File: src/cham_pkg.sv
`timescale 1ns / 1ps
// ---------------------------------------------------------------------------
// cham_pkg
// Shared sizes, types and codes for the clipped Hebbian associative memory.
// ---------------------------------------------------------------------------
package cham_pkg;

   localparam int KEY_LEN    = 64;
   localparam int OUT_LEN    = 32;
   localparam int VALUE_BITS = 8;
   localparam int FRAC_BITS  = VALUE_BITS - 1;

   // port field widths
   localparam int CMD_W = 2;
   localparam int IDX_W = 6;
   localparam int VAL_W = 8;
   localparam int OIX_W = 5;

   localparam int KEY_AW = (KEY_LEN > 1) ? $clog2(KEY_LEN) : 1;
   localparam int OUT_AW = (OUT_LEN > 1) ? $clog2(OUT_LEN) : 1;
   localparam int THR_W  = VALUE_BITS + $clog2(KEY_LEN + 1);
   localparam int ACC_W  = 2 * VALUE_BITS + $clog2(KEY_LEN + 1);
   localparam int PIPE_DEPTH = 4;
   localparam int CNT_W  = $clog2(KEY_LEN + PIPE_DEPTH + 1);

   localparam logic [VALUE_BITS-1:0] VAL_ONE = VALUE_BITS'(1) << FRAC_BITS;

   typedef enum logic [CMD_W-1:0] {
      CMD_LOAD_KEY = 2'd0,
      CMD_LOAD_TGT = 2'd1,
      CMD_RUN      = 2'd2
   } cmd_type;

   typedef enum logic [2:0] {
      ST_CLEAR,
      ST_IDLE,
      ST_SUM,
      ST_RUN,
      ST_CAPTURE,
      ST_EMIT
   } state_type;

   // control broadcast from the sequencer to every cell
   typedef struct packed {
      logic              clear;    // write zero at rd_addr
      logic              rd_en;    // issue a weight row read
      logic [KEY_AW-1:0] rd_addr;
      logic              learn;    // write back updated weights
      logic              acc_clr;
      logic              capture;  // latch the recalled bit
      logic              shift;    // move recalled bits one cell toward the head
   } cell_ctrl_type;

endpackage

File: src/cham_cell.sv
`timescale 1ns / 1ps
// ---------------------------------------------------------------------------
// cham_cell
// One output column: holds its target element and one weight per key row,
// learns and accumulates one row per cycle, and passes its recalled bit on
// to its neighbor during readout.
// ---------------------------------------------------------------------------
module cham_cell (
   input  logic                               clock,
   input  logic                               reset,
   input  cham_pkg::cell_ctrl_type            ctrl,
   input  logic                               tgt_we,
   input  logic [cham_pkg::VALUE_BITS-1:0]    tgt_value,
   input  logic [cham_pkg::VALUE_BITS-1:0]    key_value,
   input  logic                               thr_nz,
   input  logic [cham_pkg::ACC_W-1:0]         thr_scaled,
   input  logic                               shift_in,
   output logic                               shift_out
);
   import cham_pkg::*;

   logic [VALUE_BITS-1:0]   wmem [KEY_LEN];
   logic [VALUE_BITS-1:0]   tgt_ff;
   logic [VALUE_BITS-1:0]   w_rd_ff;
   logic [KEY_AW-1:0]       addr1_ff, addr2_ff;
   logic                    v1_ff, v2_ff, v3_ff, v4_ff;
   logic [2*VALUE_BITS-1:0] prod1_in, prod1_ff;
   logic [VALUE_BITS-1:0]   w1_ff, key1_ff;
   logic [VALUE_BITS-1:0]   w2_ff, key2_ff;
   logic [2*VALUE_BITS-1:0] prod2_ff;
   logic [ACC_W-1:0]        acc_ff;
   logic [VALUE_BITS+1:0]   w_sum;
   logic [VALUE_BITS-1:0]   w_new;
   logic                    wr_en;
   logic [KEY_AW-1:0]       wr_addr;
   logic [VALUE_BITS-1:0]   wr_data;
   logic                    res_ff;

   // hold the target element
   always_ff @(posedge clock) begin
      if (reset) begin
         tgt_ff <= '0;
      end else if (tgt_we) begin
         tgt_ff <= tgt_value;
      end
   end

   // advance stage valids
   always_ff @(posedge clock) begin
      if (reset) begin
         v1_ff <= 1'b0;
         v2_ff <= 1'b0;
         v3_ff <= 1'b0;
         v4_ff <= 1'b0;
      end else begin
         v1_ff <= ctrl.rd_en;
         v2_ff <= v1_ff;
         v3_ff <= v2_ff;
         v4_ff <= v3_ff;
      end
   end

   // read the weight row
   always_ff @(posedge clock) begin
      if (ctrl.rd_en) begin
         w_rd_ff <= wmem[ctrl.rd_addr];
      end
      addr1_ff <= ctrl.rd_addr;
   end

   // learning product key * target
   assign prod1_in = key_value * tgt_ff;

   always_ff @(posedge clock) begin
      prod1_ff <= prod1_in;
      w1_ff    <= w_rd_ff;
      key1_ff  <= key_value;
      addr2_ff <= addr1_ff;
   end

   // add truncated product and clip at one
   always_comb begin
      w_sum = (VALUE_BITS+2)'(w1_ff) + (VALUE_BITS+2)'(prod1_ff >> FRAC_BITS);
      if (!ctrl.learn) begin
         w_new = w1_ff;
      end else if (w_sum > (VALUE_BITS+2)'(VAL_ONE)) begin
         w_new = VAL_ONE;
      end else begin
         w_new = w_sum[VALUE_BITS-1:0];
      end
   end

   // write port: clearing pass or learned weight
   assign wr_en   = ctrl.clear | (v2_ff & ctrl.learn);
   assign wr_addr = ctrl.clear ? ctrl.rd_addr : addr2_ff;
   assign wr_data = ctrl.clear ? '0 : w_new;

   always_ff @(posedge clock) begin
      if (wr_en) begin
         wmem[wr_addr] <= wr_data;
      end
   end

   // recall product weight * key
   always_ff @(posedge clock) begin
      w2_ff    <= w_new;
      key2_ff  <= key1_ff;
      prod2_ff <= w2_ff * key2_ff;
   end

   // accumulate the column sum
   always_ff @(posedge clock) begin
      if (reset || ctrl.acc_clr) begin
         acc_ff <= '0;
      end else if (v4_ff) begin
         acc_ff <= acc_ff + ACC_W'(prod2_ff);
      end
   end

   // latch the recalled bit, then shift toward the head
   always_ff @(posedge clock) begin
      if (reset) begin
         res_ff <= 1'b0;
      end else if (ctrl.capture) begin
         res_ff <= thr_nz & (acc_ff >= thr_scaled);
      end else if (ctrl.shift) begin
         res_ff <= shift_in;
      end
   end

   assign shift_out = res_ff;

endmodule
File: config.mk
export PLATFORM = sky130hd
export DESIGN_NAME = cham_cell
export DESIGN_NICKNAME = d
export VERILOG_FILES = /design/src/cham_pkg.sv /design/src/cham_cell.sv
export SDC_FILE = /design/constraint.sdc
export NUM_CORES = 1
export LEC_CHECK = 0
export BUFFER_PORTS_ARGS = -buffer_cell sky130_fd_sc_hd__buf_4
export CAP_MARGIN = 20
export CELL_PAD_IN_SITES_DETAIL_PLACEMENT = 0
export CELL_PAD_IN_SITES_GLOBAL_PLACEMENT = 1
export CORE_UTILIZATION = 54
export DETAILED_ROUTE_END_ITERATION = 10
export GPL_TIMING_DRIVEN = 0
export HOLD_SLACK_MARGIN = 0.06
export PLACE_DENSITY = 0.85
export RECOVER_POWER = 25
export REMOVE_ABC_BUFFERS = 1
export SLEW_MARGIN = 20
export SYNTH_ARGS = -nofsm -noshare
export SYNTH_HDL_FRONTEND = slang
export SYNTH_SLANG_ARGS = --single-unit
File: constraint.sdc
create_clock -name clock -period 8.1 [get_ports clock]
set_input_delay 0 -clock clock [delete_from_list [all_inputs] [get_ports clock]]
set_output_delay 0 -clock clock [all_outputs]
set_load 0.02 [all_outputs]
==> metrics.txt <==
status=finished with violations; failing checks=max-capacitance violations, max-slew violations; via count=~16,000; global-route wire length before repair=94,700 um; Die Ht=approximately 230 um; Final HPWL DP=39,600 um; Area Growth Syn to Fin=13.5%; drt drc=0; Reg clk slew, reported paths=70 ps; TritonCTS clock tree=done; antenna-violating nets left=0; sequential cell area=0.0177 mm2; cells after synthesis=~1,800; Initial DRC Count=1,293; Fillers=between 3,000 and 4,000; worst r2r path cells=14; Tightest Hold Check Type=primary input to flip-flop; IO Count=57; Syn. warnings=0; Synth area leaders=edfxtp_1 54%, mux4_2 13%, dfxtp_1 7.3%, fa_1 5.1%, ha_1 5.1%; total power=8.21 mW; Worst Hold Path EP=wmem[56][2]; Root Buffer=clkbuf_16; post-synth cell types=between 60 and 70; Crit Path Category=primary input to flip-flop; vias per cell=5.90; Critical Path RT=8440 ps; postcts setup bufs=0; met1 Resource Use GR=0.301; P_leak=12.0 nW; syn_area_per_cell=16.1 um2; Total Routing Usage GR=0.233; RR Endpoint=prod1_ff[13]; most numerous cell on the critical path=mux4_2; critical path arrival=5520 ps; reg-to-reg startpoint=tgt_ff[2]; min Tclk post-route=5180 ps; Num CTS Buffers=60; GRT Residual Overflow=0; total clock sinks=625; Crit path largest cell delay=between 2000 and 3000 ps; grt met2 use=0.405; CTS H-tree depth=2; Synth top area share=0.544; Hold Startpoint=ctrl[11]; Starting Density=0.547; core area=0.0526 mm2; minimum hold slack=~120 ps; Worst setup EP type=flip-flop; Final GP Congestion=0.840; initial antenna violation count=1; mapped cell area=about 0.029 mm2; CP max stage cell=clkbuf_1; Worst slew margin=-1.56; die width=approximately 230 um; ratio of cells with drive above 1 in the final layout=0.170; final setup violation count=0; Yosys reg bits=625; hold path depth=2; Max FO, Critical Path=75; Avg WL per Cell=between 20 and 25 um; busiest metal layer after global routing=met2; Hold Vio Cnt, Final=0; crit path launch type=primary input; multi-input logic area=0.0104 mm2; Global Route met3 Usage=0.0350; EDFF count, synth=520; CTS max path bufs=3; FP Rows=84; clock latency on the worst-skew pair=between 600 and 700 ps; Port Buffers=56; R2R setup slack=3600 ps; PwrDens=252 mW/mm2; max-slew violations=162; fin nets=2,173; First-pass DRT Iterations=5; part of the cycle the worst path needs=0.639; post-synthesis async set-or-reset flop share=0; Max-Cap Viols=4; vias in the first global route=16,700; Die ar.=0.0541 mm2; area leader, netlist=edfxtp_1; worst path cell trace=dlygate4sd3_1 > clkbuf_1 > buf_16 > mux4_2 > mux4_2 > and2_1 > a211oi_1 > a21oi_1; Max Clk Rate=193 MHz; Most used DFF post-synth=edfxtp_1; Least-Margin Pin Slew=around 3800 ps; Peak VDD IR=182 uV; WL final=59,900 um; RSZ-0062 raised after global routing=no; Seq/Total Area, Yosys=0.617; Max Clock Skew=45.5 ps; largest net degree at the start of global routing=76
-- worst max path at each step --
stage | startpoint | endpoint | slack (ps)
3_3_place_gp | w1_ff[0] | wmem[10][7] | -1550
2_1_floorplan | w1_ff[0] | wmem[0][7] | 2140
3_5_place_dp | tgt_ff[2] | prod1_ff[14] | 3600
5_1_grt | ctrl[4] | w_rd_ff[4] | 2690
6_report | ctrl[5] | w_rd_ff[4] | 2920
4_1_cts | tgt_ff[2] | prod1_ff[13] | 3570
-- metal layers --
metal,routed length [um],vias to the layer above,part of all wire
met5,0,-,0
met4,1840,0,0.031
met3,3900,115,0.065
met2,30700,527,0.51
met1,23500,8007,0.39
li1,-,7064,-
-- final cells by class --
| type | instances | share of cell area |
|---|---|---|
| Multi-Input combinational cell | 977 | 0.319 |
| Inverter | 133 | 0.0153 |
| Antenna cell | 1 | 0.0000767 |
| Clock inverter | 33 | 0.00906 |
| Tap cell | 688 | 0.0264 |
| Sequential cell | 625 | 0.543 |
| Clock buffer | 77 | 0.0493 |
| Timing Repair Buffer | 131 | 0.0378 |
-- metrics by stage --
step	cell area [um2]	setup WS, ps	util	cells	setup TNS (ps)
finish	32600	2920	0.621	2665	0
floorplan	28500	2140	-	1735	0
CTS	32700	3570	0.622	2664	0
global route	32600	2690	0.621	2665	0
global placement	29800	-1550	0.566	2479	-206030
detailed placement	30300	3600	0.577	2509	0
-- power breakdown --
group / leakage, nW / switching, mW / internal, mW
combinational: 5.38 / 0.964 / 0.776
clock: 0.933 / 1.20 / 1.50
sequential: 5.65 / 0.0695 / 3.70
total: 12.0 / 2.24 / 5.98
-- state kept, by name, summed over array words and instances (netlist names) --
register   flops
addr1_ff       6
addr2_ff       6
tgt_ff         8
acc_ff        23
w1_ff          8
prod2_ff      16
w_rd_ff        8
v2_ff          1
v4_ff          1
v3_ff          1
shift_out      1
w2_ff          8
key1_ff        8
v1_ff          1
prod1_ff       9
key2_ff        8
wmem         512
-- cells by family after synthesis --
kind of cell    after synthesis  synth area share
flops                       625             0.617
simple gates                386            0.0687
fa+ha+maj                   189             0.101
buf+inv                     187            0.0257
mux                         187             0.135
compound gates              181            0.0420
xor+xnor                     34            0.0104
-- Yosys cell counts (15+ instances only) --
| cell type | count |
|---|---|
| a21o_1 | 21 |
| a21oi_1 | 50 |
| and2_1 | 114 |
| clkbuf_1 | 36 |
| dfxtp_1 | 105 |
| edfxtp_1 | 520 |
| fa_1 | 73 |
| ha_1 | 116 |
| inv_1 | 132 |
| mux2i_1 | 24 |
| mux4_2 | 160 |
| nand2_1 | 58 |
| nand2b_1 | 15 |
| nor2_1 | 116 |
| o21ai_0 | 30 |
| xnor2_1 | 28 |
-- worst max-delay path: cells and delay by family --
family / cells / cell delay (ps)
AO/OA/AOI/OAI: 2 / 710
buffers and inverters: 3 / 3530
multiplexers: 2 / 970
AND/OR/NAND/NOR: 1 / 190
-- placed cells by master, fill, tap and decap left out, types with 5 or more instances in the layout --
cell type / Yosys / final
edfxtp_1: 520 / 520
mux4_2: 160 / 160
inv_1: 132 / 132
nor2_1: 116 / 116
ha_1: 116 / 116
and2_1: 114 / 110
dfxtp_1: 105 / 105
fa_1: 73 / 73
clkbuf_16: 0 / 61
nand2_1: 58 / 58
a21oi_1: 50 / 50
dlygate4sd3_1: 0 / 45
buf_4: 2 / 40
o21ai_0: 30 / 30
clkbuf_1: 36 / 30
xnor2_1: 28 / 28
mux2i_1: 24 / 24
a21o_1: 21 / 21
nand2b_1: 15 / 15
nor2b_1: 14 / 14
o21a_1: 13 / 13
nand3_1: 12 / 12
nor3_1: 12 / 12
or3_1: 11 / 11
a211oi_1: 12 / 11
clkinv_2: 0 / 11
clkinv_1: 0 / 11
nand4_1: 9 / 9
buf_6: 2 / 9
buf_8: 0 / 8
xor2_1: 6 / 6
or2_2: 7 / 6
o31a_1: 6 / 6
buf_16: 0 / 6
buf_2: 11 / 6
nand3b_1: 5 / 5
-- timing repair --
action | CTS | global route
endpoints found under the hold margin | 86 | 0
hold buffers | 45 | 0
resized for setup | 0 | 0
No activity file was read; power rests on OpenSTA's default activity.
